--- src/hdl/ldf_pkg.sv ---
// Shared types and constants for the lidar frame deframer.
// No dependencies; every other file in hdl/ uses this package.
`default_nettype none

package ldf_pkg;

  localparam int unsigned POINTS_PER_FRAME_DEF = 16;
  localparam int unsigned QUEUE_DEPTH          = 2;

  localparam logic [7:0] HEAD_FIRST  = 8'hA5;
  localparam logic [7:0] HEAD_SECOND = 8'h5A;

  // One full turn in hundredths of a degree.
  localparam int unsigned FULL_TURN = 36000;

  // Width of the angle fields of a frame and of the quotient the divider makes.
  localparam int unsigned ANGLE_W = 16;

  typedef struct packed {
    logic [15:0] range_mm;
    logic [7:0]  inten;
  } point_t;

  typedef struct packed {
    logic [15:0] speed;
    logic [15:0] start;
    logic [15:0] stop;
  } frame_head_t;

endpackage

`default_nettype wire

--- src/hdl/ldf_front.sv ---
// Front end: 3P+10 byte sliding window, running checksum and fresh byte count.
// Detects valid frames and hands their fields to the frame queue. Uses ldf_pkg.
`default_nettype none

module ldf_front #(
  parameter int unsigned POINTS_PER_FRAME = ldf_pkg::POINTS_PER_FRAME_DEF
) (
  input  logic                                          clk_i,
  input  logic                                          rst_ni,
  input  logic                                          in_valid_i,
  output logic                                          in_ready_o,
  input  logic [7:0]                                    byte_in_i,
  input  logic                                          full_i,
  output logic                                          push_o,
  output ldf_pkg::frame_head_t                          head_o,
  output ldf_pkg::point_t [POINTS_PER_FRAME-1:0]        pts_o
);
  import ldf_pkg::*;

  localparam int unsigned FRAME_LEN = 3 * POINTS_PER_FRAME + 10;
  localparam int unsigned FRESH_W   = $clog2(FRAME_LEN + 1);
  localparam logic [FRESH_W-1:0] FRESH_FULL = FRESH_W'(FRAME_LEN);

  logic [7:0]         win_q [FRAME_LEN];
  logic [7:0]         win_d [FRAME_LEN];
  logic [7:0]         sum_q, sum_d;
  logic [FRESH_W-1:0] fresh_q, fresh_inc;
  logic               accept;
  logic               match;

  assign in_ready_o = !full_i;
  assign accept     = in_valid_i && in_ready_o;

  always_comb begin
    for (int k = 0; k < FRAME_LEN - 1; k++) begin
      win_d[k] = win_q[k+1];
    end
    win_d[FRAME_LEN-1] = byte_in_i;
  end

  // Sum of the first FRAME_LEN-1 bytes after the shift.
  assign sum_d     = sum_q - win_q[0] + win_q[FRAME_LEN-1];
  assign fresh_inc = (fresh_q == FRESH_FULL) ? fresh_q : fresh_q + 1'b1;

  assign match = (fresh_inc == FRESH_FULL) && (win_d[0] == HEAD_FIRST) &&
                 (win_d[1] == HEAD_SECOND) && (sum_d == win_d[FRAME_LEN-1]);

  assign push_o = accept && match;

  assign head_o.speed = {win_d[3], win_d[4]};
  assign head_o.start = {win_d[5], win_d[6]};
  assign head_o.stop  = {win_d[7 + 3*POINTS_PER_FRAME], win_d[8 + 3*POINTS_PER_FRAME]};

  for (genvar g = 0; g < POINTS_PER_FRAME; g++) begin : g_pts
    assign pts_o[g].range_mm = {win_d[7 + 3*g], win_d[8 + 3*g]};
    assign pts_o[g].inten    = win_d[9 + 3*g];
  end

  always_ff @(posedge clk_i or negedge rst_ni) begin
    if (!rst_ni) begin
      for (int k = 0; k < FRAME_LEN; k++) begin
        win_q[k] <= '0;
      end
      sum_q   <= '0;
      fresh_q <= '0;
    end else if (accept) begin
      for (int k = 0; k < FRAME_LEN; k++) begin
        win_q[k] <= win_d[k];
      end
      sum_q <= sum_d;
      // consume the frame's bytes on a match
      fresh_q <= match ? '0 : fresh_inc;
    end
  end

  a_consume_frame : assert property (@(posedge clk_i) disable iff (!rst_ni)
    push_o |=> (fresh_q == '0))
    else $error("fresh count not cleared after frame acceptance");

endmodule

`default_nettype wire

--- src/hdl/ldf_frame_fifo.sv ---
// Short frame queue between the window front end and the point back end.
// Register based, one write and one read port. Uses ldf_pkg only for the default depth.
`default_nettype none

module ldf_frame_fifo #(
  parameter int unsigned WIDTH = 8,
  parameter int unsigned DEPTH = ldf_pkg::QUEUE_DEPTH
) (
  input  logic             clk_i,
  input  logic             rst_ni,
  input  logic             push_i,
  input  logic [WIDTH-1:0] wr_data_i,
  input  logic             pop_i,
  output logic [WIDTH-1:0] rd_data_o,
  output logic             full_o,
  output logic             not_empty_o
);

  localparam int unsigned PTR_W = (DEPTH > 1) ? $clog2(DEPTH) : 1;
  localparam int unsigned CNT_W = $clog2(DEPTH + 1);
  localparam logic [PTR_W-1:0] LAST_PTR  = PTR_W'(DEPTH - 1);
  localparam logic [CNT_W-1:0] CNT_FULL  = CNT_W'(DEPTH);

  logic [WIDTH-1:0] mem_q [DEPTH];
  logic [PTR_W-1:0] wr_q, rd_q;
  logic [CNT_W-1:0] count_q;
  logic             do_push, do_pop;

  assign full_o      = (count_q == CNT_FULL);
  assign not_empty_o = (count_q != '0);
  assign rd_data_o   = mem_q[rd_q];
  assign do_push     = push_i && !full_o;
  assign do_pop      = pop_i && not_empty_o;

  always_ff @(posedge clk_i) begin
    if (do_push) begin
      mem_q[wr_q] <= wr_data_i;
    end
  end

  always_ff @(posedge clk_i or negedge rst_ni) begin
    if (!rst_ni) begin
      wr_q    <= '0;
      rd_q    <= '0;
      count_q <= '0;
    end else begin
      if (do_push) begin
        wr_q <= (wr_q == LAST_PTR) ? '0 : wr_q + 1'b1;
      end
      if (do_pop) begin
        rd_q <= (rd_q == LAST_PTR) ? '0 : rd_q + 1'b1;
      end
      if (do_push && !do_pop) begin
        count_q <= count_q + 1'b1;
      end else if (do_pop && !do_push) begin
        count_q <= count_q - 1'b1;
      end
    end
  end

  a_no_push_full : assert property (@(posedge clk_i) disable iff (!rst_ni)
    (count_q == CNT_FULL) |-> !push_i)
    else $error("frame pushed into a full queue");

endmodule

`default_nettype wire

--- src/hdl/ldf_back.sv ---
// Back end: angle span division and per-point emission into the output register.
// Takes frames from ldf_frame_fifo; uses ldf_pkg types and constants.
`default_nettype none

module ldf_back #(
  parameter int unsigned POINTS_PER_FRAME = ldf_pkg::POINTS_PER_FRAME_DEF
) (
  input  logic                                   clk_i,
  input  logic                                   rst_ni,
  input  logic                                   rec_valid_i,
  output logic                                   pop_o,
  input  ldf_pkg::frame_head_t                   head_i,
  input  ldf_pkg::point_t [POINTS_PER_FRAME-1:0] pts_i,
  output logic                                   out_valid_o,
  input  logic                                   out_ready_i,
  output logic [15:0]                            distance_mm_o,
  output logic [7:0]                             intensity_o,
  output logic [16:0]                            angle_centideg_o,
  output logic [15:0]                            rotation_speed_o,
  output logic                                   last_of_frame_o,
  output logic                                   scan_complete_o
);
  import ldf_pkg::*;

  localparam int unsigned DIV_INT   = POINTS_PER_FRAME - 1;
  localparam int unsigned DIV_W     = $clog2(POINTS_PER_FRAME);
  localparam int unsigned IDX_W     = $clog2(POINTS_PER_FRAME);
  // Reciprocal scaled so the product gives an exact quotient for any 16-bit span.
  localparam int unsigned DIV_SH    = ANGLE_W + $clog2(DIV_INT);
  localparam int unsigned RECIP_W   = ANGLE_W + 2;
  localparam int unsigned RECIP_INT = ((1 << DIV_SH) + DIV_INT - 1) / DIV_INT;
  localparam logic [RECIP_W-1:0] RECIP    = RECIP_W'(RECIP_INT);
  localparam logic [ANGLE_W-1:0] DIV_A    = ANGLE_W'(DIV_INT);
  localparam logic [DIV_W-1:0] DIVISOR  = DIV_W'(POINTS_PER_FRAME - 1);
  localparam logic [IDX_W-1:0] LAST_IDX = IDX_W'(POINTS_PER_FRAME - 1);
  localparam logic signed [31:0] START_MUL = 32'(POINTS_PER_FRAME - 1);
  localparam logic signed [31:0] DIFF_MUL  = 32'(POINTS_PER_FRAME);
  localparam logic signed [31:0] SCAN_LIM  = 32'(FULL_TURN * (POINTS_PER_FRAME - 1));
  localparam logic signed [17:0] TURN_18   = 18'(FULL_TURN);
  localparam logic signed [18:0] TURN_19   = 19'(FULL_TURN);

  typedef enum logic [2:0] {
    B_IDLE,
    B_DIV,
    B_REM,
    B_FIX,
    B_EMIT
  } bstate_e;

  bstate_e            state_q;
  logic [15:0]        start_q, speed_q;
  logic signed [17:0] diff_q;
  logic               neg_q;
  point_t             pt_q [POINTS_PER_FRAME];
  logic [15:0]        dvd_q;
  logic [ANGLE_W-1:0] quo_q;
  logic [DIV_W-1:0]   rem_q;
  logic signed [18:0] qacc_q, dq_q;
  logic [DIV_W-1:0]   racc_q, dr_q;
  logic [IDX_W-1:0]   idx_q;
  logic               scan_q;
  logic               out_valid_q;

  // Load-time span: stop - start, or through the zero mark.
  logic signed [17:0] diff_w, ndiff_w;
  logic [15:0]        abs_w;

  always_comb begin
    if (head_i.stop > head_i.start) begin
      diff_w = $signed({2'b0, head_i.stop}) - $signed({2'b0, head_i.start});
    end else begin
      diff_w = $signed({2'b0, head_i.stop}) + TURN_18 - $signed({2'b0, head_i.start});
    end
    ndiff_w = -diff_w;
    abs_w   = diff_w[17] ? ndiff_w[15:0] : diff_w[15:0];
  end

  // Span magnitude divided by P-1: reciprocal multiply, then the remainder.
  logic [ANGLE_W+RECIP_W-1:0] mul_w;
  logic [ANGLE_W-1:0]         quo_w, rem_w;

  assign mul_w = dvd_q * RECIP;
  assign quo_w = ANGLE_W'(mul_w >> DIV_SH);
  assign rem_w = dvd_q - quo_q * DIV_A;

  // Floor quotient and nonnegative remainder of the signed span.
  logic [DIV_W-1:0]   ra;
  logic signed [18:0] qa_pos, dq_w;
  logic [DIV_W-1:0]   dr_w;

  assign ra     = rem_q;
  assign qa_pos = $signed({3'b0, quo_q});

  always_comb begin
    if (!neg_q) begin
      dq_w = qa_pos;
      dr_w = ra;
    end else if (ra == '0) begin
      dq_w = -qa_pos;
      dr_w = '0;
    end else begin
      dq_w = -qa_pos - 19'sd1;
      dr_w = DIVISOR - ra;
    end
  end

  logic signed [31:0] lhs;
  assign lhs = $signed({16'b0, start_q}) * START_MUL +
               $signed({{14{diff_q[17]}}, diff_q}) * DIFF_MUL;

  // Per-point angle and accumulator advance.
  logic [DIV_W:0]     rsum, rsum_red;
  logic               wrap;
  logic signed [18:0] qacc_n, ang_raw, ang_fix;

  assign rsum     = {1'b0, racc_q} + {1'b0, dr_q};
  assign wrap     = (rsum >= {1'b0, DIVISOR});
  assign rsum_red = wrap ? rsum - {1'b0, DIVISOR} : rsum;
  assign qacc_n   = qacc_q + dq_q + (wrap ? 19'sd1 : 19'sd0);
  assign ang_raw  = $signed({3'b0, start_q}) + qacc_q;
  assign ang_fix  = (ang_raw > TURN_19) ? ang_raw - TURN_19 : ang_raw;

  logic out_free;
  logic emit;
  assign out_free    = !out_valid_q || out_ready_i;
  assign emit        = (state_q == B_EMIT) && out_free;
  assign pop_o       = (state_q == B_IDLE) && rec_valid_i;
  assign out_valid_o = out_valid_q;

  always_ff @(posedge clk_i or negedge rst_ni) begin
    if (!rst_ni) begin
      state_q          <= B_IDLE;
      start_q          <= '0;
      speed_q          <= '0;
      diff_q           <= '0;
      neg_q            <= 1'b0;
      for (int k = 0; k < POINTS_PER_FRAME; k++) begin
        pt_q[k] <= '0;
      end
      dvd_q            <= '0;
      quo_q            <= '0;
      rem_q            <= '0;
      qacc_q           <= '0;
      dq_q             <= '0;
      racc_q           <= '0;
      dr_q             <= '0;
      idx_q            <= '0;
      scan_q           <= 1'b0;
      out_valid_q      <= 1'b0;
      distance_mm_o    <= '0;
      intensity_o      <= '0;
      angle_centideg_o <= '0;
      rotation_speed_o <= '0;
      last_of_frame_o  <= 1'b0;
      scan_complete_o  <= 1'b0;
    end else begin
      if (emit) begin
        out_valid_q <= 1'b1;
      end else if (out_ready_i) begin
        out_valid_q <= 1'b0;
      end
      case (state_q)
        B_IDLE: begin
          if (rec_valid_i) begin
            start_q <= head_i.start;
            speed_q <= head_i.speed;
            diff_q  <= diff_w;
            neg_q   <= diff_w[17];
            for (int k = 0; k < POINTS_PER_FRAME; k++) begin
              pt_q[k] <= pts_i[k];
            end
            dvd_q   <= abs_w;
            state_q <= B_DIV;
          end
        end
        B_DIV: begin
          quo_q   <= quo_w;
          state_q <= B_REM;
        end
        B_REM: begin
          rem_q   <= rem_w[DIV_W-1:0];
          state_q <= B_FIX;
        end
        B_FIX: begin
          dq_q    <= dq_w;
          dr_q    <= dr_w;
          qacc_q  <= '0;
          racc_q  <= '0;
          idx_q   <= '0;
          scan_q  <= (lhs > SCAN_LIM);
          state_q <= B_EMIT;
        end
        B_EMIT: begin
          if (out_free) begin
            distance_mm_o    <= pt_q[0].range_mm;
            intensity_o      <= pt_q[0].inten;
            angle_centideg_o <= ang_fix[16:0];
            rotation_speed_o <= speed_q;
            last_of_frame_o  <= (idx_q == LAST_IDX);
            scan_complete_o  <= (idx_q == LAST_IDX) && scan_q;
            // advance to the next point
            for (int k = 0; k < POINTS_PER_FRAME - 1; k++) begin
              pt_q[k] <= pt_q[k+1];
            end
            qacc_q <= qacc_n;
            racc_q <= rsum_red[DIV_W-1:0];
            idx_q  <= idx_q + 1'b1;
            if (idx_q == LAST_IDX) begin
              state_q <= B_IDLE;
            end
          end
        end
        default: state_q <= B_IDLE;
      endcase
    end
  end

  a_scan_on_last : assert property (@(posedge clk_i) disable iff (!rst_ni)
    (out_valid_o && scan_complete_o) |-> last_of_frame_o)
    else $error("scan complete flagged on a point that is not last");

  a_rem_bound : assert property (@(posedge clk_i) disable iff (!rst_ni)
    (state_q == B_EMIT) |-> (racc_q < DIVISOR))
    else $error("angle remainder out of range");

endmodule

`default_nettype wire

--- src/hdl/lidar_frame_deframer.sv ---
// Lidar frame deframer: serial bytes in, one point per output transaction.
//
// Input channel: in_valid_i/in_ready_o carry byte_in_i, one byte per
// transaction, one per cycle while in_ready_o is high. The front end keeps a
// 3P+10 byte window (58 at P = 16) with its checksum; a frame is taken when
// the window holds only unconsumed bytes, starts with A5 5A and its 8-bit
// sum matches the last byte. Output channel: out_valid_o/out_ready_i carry
// P points per frame with distance, intensity, interpolated angle, speed and
// end-of-frame flags. A two-entry frame queue sits between the window and
// the point generator. After the byte that completes it, the first point of
// a frame passes through the queue, the load into the back end, a reciprocal
// multiply for the span division, the remainder step, the interpolation
// set-up and the output register. The back end takes a new frame from the
// queue only when idle, after the last point of the previous frame, so the
// span division and the point emission set the frame rate; in_ready_o drops
// only while the queue is full. A stalled receiver holds the output register
// and the back end; bytes keep flowing until the queue fills. Reset clears
// the window, checksum, fresh count, queue and output valid.
// Dependencies: ldf_pkg, ldf_front, ldf_frame_fifo, ldf_back.
`default_nettype none

module lidar_frame_deframer #(
  parameter int unsigned POINTS_PER_FRAME = ldf_pkg::POINTS_PER_FRAME_DEF
) (
  input  logic        clk_i,
  input  logic        rst_ni,
  input  logic        in_valid_i,
  output logic        in_ready_o,
  input  logic [7:0]  byte_in_i,
  output logic        out_valid_o,
  input  logic        out_ready_i,
  output logic [15:0] distance_mm_o,
  output logic [7:0]  intensity_o,
  output logic [16:0] angle_centideg_o,
  output logic [15:0] rotation_speed_o,
  output logic        last_of_frame_o,
  output logic        scan_complete_o
);
  import ldf_pkg::*;

  localparam int unsigned REC_W = $bits(frame_head_t) + POINTS_PER_FRAME * $bits(point_t);

  frame_head_t                   head_wr, head_rd;
  point_t [POINTS_PER_FRAME-1:0] pts_wr, pts_rd;
  logic [REC_W-1:0]              rec_wr, rec_rd;
  logic                          push, pop, full, not_empty;

  ldf_front #(
    .POINTS_PER_FRAME (POINTS_PER_FRAME)
  ) u_front (
    .clk_i      (clk_i),
    .rst_ni     (rst_ni),
    .in_valid_i (in_valid_i),
    .in_ready_o (in_ready_o),
    .byte_in_i  (byte_in_i),
    .full_i     (full),
    .push_o     (push),
    .head_o     (head_wr),
    .pts_o      (pts_wr)
  );

  assign rec_wr            = {head_wr, pts_wr};
  assign {head_rd, pts_rd} = rec_rd;

  ldf_frame_fifo #(
    .WIDTH (REC_W),
    .DEPTH (QUEUE_DEPTH)
  ) u_queue (
    .clk_i       (clk_i),
    .rst_ni      (rst_ni),
    .push_i      (push),
    .wr_data_i   (rec_wr),
    .pop_i       (pop),
    .rd_data_o   (rec_rd),
    .full_o      (full),
    .not_empty_o (not_empty)
  );

  ldf_back #(
    .POINTS_PER_FRAME (POINTS_PER_FRAME)
  ) u_back (
    .clk_i            (clk_i),
    .rst_ni           (rst_ni),
    .rec_valid_i      (not_empty),
    .pop_o            (pop),
    .head_i           (head_rd),
    .pts_i            (pts_rd),
    .out_valid_o      (out_valid_o),
    .out_ready_i      (out_ready_i),
    .distance_mm_o    (distance_mm_o),
    .intensity_o      (intensity_o),
    .angle_centideg_o (angle_centideg_o),
    .rotation_speed_o (rotation_speed_o),
    .last_of_frame_o  (last_of_frame_o),
    .scan_complete_o  (scan_complete_o)
  );

endmodule

`default_nettype wire
--- config.mk ---
export PLATFORM = sky130hd
export DESIGN_NAME = lidar_frame_deframer
export DESIGN_NICKNAME = d
export VERILOG_FILES = /design/src/hdl/ldf_pkg.sv /design/src/hdl/ldf_front.sv /design/src/hdl/ldf_frame_fifo.sv /design/src/hdl/ldf_back.sv /design/src/hdl/lidar_frame_deframer.sv
export SDC_FILE = /design/constraint.sdc
export NUM_CORES = 2
export LEC_CHECK = 0
export ABC_AREA = 1
export BUFFER_PORTS_ARGS = -buffer_cell sky130_fd_sc_hd__clkbuf_2
export CAP_MARGIN = 20
export CORE_MARGIN = 8
export CORE_UTILIZATION = 33
export DETAILED_ROUTE_END_ITERATION = 7
export GPL_ROUTABILITY_DRIVEN = 0
export SETUP_SLACK_MARGIN = 0.5
export SYNTH_ARGS = -nofsm -noshare
export SYNTH_HDL_FRONTEND = slang
export SYNTH_SLANG_ARGS = --single-unit
--- constraint.sdc ---
create_clock -name clk_i -period 84.8 [get_ports clk_i]
set_input_delay 12.72 -clock clk_i [delete_from_list [all_inputs] [get_ports clk_i]]
set_output_delay 12.72 -clock clk_i [all_outputs]
set_load 0.05 [all_outputs]
==> Word level (Yosys, flattened, before mapping) <==
Memory sizes are Yosys's and may differ from the RTL's.
Index checks and enable logic that the tools add are counted.
{ "op_classes": {"n_addsub": 23, "multipliers": 3, "order_cmp": 4, "n_eq_ne": 14, "n_mux": 32, "n_reduce_logical": 29} }
{ "op_table": {"columns": ["operator", "n"], "rows": [
  ["$pmux 360 s2", 1],
  ["$mux 384", 1],
  ["$mux 360", 1],
  ["$mux 19", 3],
  ["$add 19x19->19", 2],
  ["$pmux 19 s2", 1],
  ["$gt 32x21->1 const B", 1],
  ["$mul 16x16->32 const B", 1],
  ["$add 21x22->23", 1],
  ["$mul 16x4->20 const B", 1],
  ["$mux 4", 5],
  ["$add 17x19->19", 1],
  ["$gt 19x17->1 const B", 1],
  ["$neg 13->19", 1],
  ["$sub 19x2->19 const B", 1],
  ["$mux 18", 1],
  ["$sub 18x17->18", 1],
  ["$add 16x16->17 const B", 1],
  ["$mux 17", 1],
  ["$sub 16x16->17", 1],
  ["$sub 17x17->17 const B", 1],
  ["$gt 16x16->1", 1],
  ["$mux 16", 1],
  ["$neg 16->16", 1],
  ["other kinds (38)", 74]
]} }
{ "totals": {"ff_bits": 1064, "ram_bits": 864, "out_inout_bits": 61, "memories": 1} }
{ "memory_table": {"columns": ["memory", "depth", "word_bits", "read_ports", "rd_clocked_by_memory_dff", "write_ports", "line_no", "source"], "rows": [
  ["u_queue.mem_q", 2, 432, 1, 0, 1, "ldf_frame_fifo.sv:24", "logic [WIDTH-1:0] mem_q [DEPTH];"]
]} }

==> Logic depth before layout (Yosys ltp) <==
{ "logic_depth": {"depth_word": 12, "ltp_mapped": 33, "mapped_depth_nobuf": 33} }

==> By module <==
From an unflattened synthesis, not the netlist that was laid out.
{ "hier_totals": {"hier_cells": 9959, "area_unflattened_um2": 91167.4} }
{ "by_module_without_submodules": {"columns": ["module", "n_inst", "cells_per_inst", "area_per_inst_um2", "seq_area_each_um2"], "rows": [
  ["ldf_back", 1, 5020, 37473.4, 14513.9],
  ["ldf_frame_fifo", 1, 2287, 31511.5, 26045.0],
  ["ldf_front", 1, 2652, 22182.5, 11961.5]
]} }

==> Worst setup path before layout <==
OpenSTA, ideal clock, no wires.
{ "synth_path": {"kind": "input-to-reg", "from": "input port in_valid_i", "to": "memory u_queue.mem_q[0][0] in the netlist's numbering (enable)", "setup_ns": 1.754, "arrival_time_ns": 42.727, "path_slack_ns": 40.320, "path_stages": 5, "path_cell_list": "nand2_1 -> clkbuf_1 -> clkbuf_1 -> clkbuf_1 -> nor3_1"} }
{ "synth_via": {"elab_chain_cells": 5} }
{ "synth_lines": {"columns": ["element", "line_no", "source"], "rows": [
  ["start, declared", "lidar_frame_deframer.sv:27", "input logic in_valid_i,"],
  ["$logic_and 1x1->1", "ldf_front.sv:32", "assign accept = in_valid_i && in_ready_o;"],
  ["$logic_and 1x1->1", "ldf_front.sv:48", "assign push_o = accept && match;"],
  ["$logic_and 1x1->1", "ldf_frame_fifo.sv:32", "assign do_push = push_i && !full_o;"],
  ["$mux 1", "ldf_frame_fifo.sv:36", "if (do_push) begin"],
  ["$mux 1 (implied by the code)", "ldf_frame_fifo.sv:37", "mem_q[wr_q] <= wr_data_i;"],
  ["end, declared", "ldf_frame_fifo.sv:24", null]
]} }
No other way between the ends.

==> flow_metrics.py <==
metrics = {
    "logic_synthesis": {
        "synth-edff-count": 864,
        "syn_avg_cell_area_um2": 9.651,
        "seq_area_frac_synth": 0.6165,
        "synth_top_area_frac": 0.3120,
        "syn-num-nets": 9130,
        "async_flop_share": 0.5514,
        "netlist_instances": 8827,
        "yosys.area.top_type": "dfrtp_1",
        "synth-adder-area-share": 0.04829,
        "yosysWarnings": 0,
        "synthTopCellsByArea": "dfrtp_1 (31%), edfxtp_1 (30%), nand2_1 (14%)",
        "synthSimpleGateAreaFrac": 0.1863,
        "synth_cell_types": 59,
        "mappedNetlistArea_mm2": 0.08519,
        "synth-seq-cells": 1926,
        "synth_top_family_by_area": "simple AND/OR/NAND/NOR gates",
        "synth_xor_xnor_area_share": 0.009664,
        "synth-compound-area-share": 0.08668,
        "yosys_most_used_dff": "dfrtp_1",
        "synth_most_common_cell": "nand2_1",
        "synth_common_cells": "nand2_1 (3165), dfrtp_1 (1062), edfxtp_1 (864)",
        "synthMuxAreaShare": 0.001880,
    },
    "worst_setup_path": {
        "crit_path_end_kind": "asynchronous set/reset pin",
        "startpoint_type": "input pin",
        "worstSetupPathType": "in -> async",
        "r2r-start": "u_front.head_o[1]$_DFFE_PN0P_",
        "arrival_ns": 17.44,
        "worstRegToRegCells": 15,
        "crit_start": "rst_ni",
        "crit_required_ns": 85.68,
        "cp_max_fo": 98,
    },
    "floorplan": {
        "rows": 186,
        "die_w_um": 524.1,
        "start_util": 0.3319,
        "die_y_um": 524.1,
        "fp.dieArea_mm2": 0.2747,
        "core_area_mm2": 0.2567,
        "boundaryPins": 73,
    },
    "placed_design": {
        "place_hpwl_um": 119400,
        "placement.io_buffers": 72,
    },
    "drt": {
        "drt_iter0_drc": 4171,
        "drt-total-wl_um": 194600,
        "ant_nets": 0,
        "first_pass_iters": 8,
        "detail_route.vias_per_cell": 4.786,
        "wl_per_cell_um": 15.79,
        "dr_total_vias": 58968,
        "drc": 0,
    },
    "sta": {
        "clock_skew_ns": 0.09537,
        "worst_slew_margin_rel": 0.2225,
        "tns_ns": 0,
        "period_needed_ns": 16.56,
        "finalSetupViolations": 0,
        "hold_viol_final": 0,
        "final_max_slew_viol_count": 0,
        "fmax_ghz": 0.06039,
        "rsz0062_at_grt": "no",
        "period_share": 0.1953,
        "tightest_slew_ns": 1.134,
    },
    "cts": {
        "numCtsBuffers": 193,
        "path_clk_slew_ns": 0.06,
        "cts_hold_buf": 0,
        "clock-root-buffer": "clkbuf_16",
        "cts_tree": "done",
        "ctsResizeCount": 0,
        "worstSkewPairLatency_ns": 0.86,
        "cts_sinks": 1926,
        "cts.path.max_buffers": 3,
        "h-tree-depth": 4,
        "post_cts.repair.setup_buffers": 0,
    },
    "grt": {
        "grtUsageTotal": 0.1402,
        "antenna_found_initial": 2,
        "first_global_vias": 58934,
        "grt_remaining_overflow": 0,
        "grt_start_max_net_pins": 172,
        "grt_first_pass_wirelength_um": 316600,
    },
    "worst_hold_path": {
        "hold_class": "reg -> reg",
        "hold_depth": 0,
        "min_from": "u_front.pts_o[205]$_DFFE_PN0P_",
    },
    "layout": {
        "nFillCells": 25288,
        "fin_nets": 9066,
        "drive_gt1_frac": 0.05607,
        "syn_to_final_growth_pct": 12.11,
    },
    "run": {
        "drv_cap": 0,
    },
    "outcome": {
        "status": "finished, final reports clean",
    },
}
-- critical path, stage by stage --
cell	delay, ns
buf_8	0.51
buf_4	0.84
buf_4	0.80
buf_4	0.86
buf_4	0.80
buf_4	0.66
-- registers in the layout, indices dropped and copies added, names as in the netlist, 16 cells and up --
signal,cells
u_front.pts_o,384
u_back.speed_q,16
u_back.qacc_q,19
u_front.win_d,24
u_back.dq_q,19
u_front.head_o,48
u_back.rotation_speed_o,16
u_back.distance_mm_o,16
u_back.angle_centideg_o,17
u_back.diff_q,17
u_back.pt_q,384
u_queue.mem_q,864
u_back.start_q,16
-- metrics by stage --
step	area (um^2)	worst slack, ns	hold slack [ns]	utilization	std cells
CTS	95450	67.99	0.3950	0.3718	12318
global route	95500	67.46	0.4089	0.3721	12321
finish	95500	68.24	0.4106	0.3721	12321
detailed placement	88860	67.07	0.4540	0.3462	11950
global placement	88860	67.20	0.4463	0.3462	11950
floorplan	85190	40.32	0.4421	-	8827
-- cells by family after synthesis --
| logic type | count (synthesis) |
|---|---|
| compound gates | 1328 |
| xor+xnor | 94 |
| fa+ha+maj | 291 |
| buf+inv | 1117 |
| flops | 1926 |
| mux | 16 |
| simple gates | 4055 |
-- layout make-up --
type	instances	area, um^2	area share
clock inverters	91	1106	0.01158
well taps	3384	4234	0.04433
multi-input cells	5784	28400	0.2974
diodes	1	2.502	0.00002620
clock buffers	277	5478	0.05736
repair buffers	145	1059	0.01108
inverters	713	2700	0.02827
flip-flops and latches	1926	52520	0.5500
-- layer usage --
layer / global-route usage / wire length, um / vias up
met5: 0 / 0 / -
met4: 0.03997 / 4785 / 0
met3: 0.01925 / 8130 / 302
met2: 0.2447 / 94150 / 1139
met1: 0.1822 / 87540 / 28633
li1: - / - / 28894
-- cell usage in the layout, fill, tap and decap left out, types with 63 or more instances in the layout --
master     count
edfxtp_1     864
nand3_1      160
buf_4         63
o21ai_0      719
inv_1        697
clkbuf_2      71
dfrtp_1     1061
clkbuf_16    195
nor2_1       570
fa_1          63
nand2_1     3163
xor2_1        67
a21oi_1      157
ha_1         228
a31oi_1      330
-- path summary, 6_finish.rpt --
kind | slack, ns | to
max | 68.24 | u_front.win_d[463]$_DFFE_PN0P_
min | 0.41 | u_queue.mem_q[1][205]$_DFFE_PP_
max reg2reg | 78.80 | u_queue.mem_q[1][199]$_DFFE_PP_
min reg2reg | 0.41 | u_queue.mem_q[1][205]$_DFFE_PP_
max in group clk_i | 68.53 | u_queue.mem_q[1][199]$_DFFE_PP_
min in group asynchronous | 11.90 | u_front.pts_o[176]$_DFFE_PN0P_
Power is left out: the tool's default activity adds up to more than one toggle a clock period on the data nets, which glitch-free logic cannot reach.
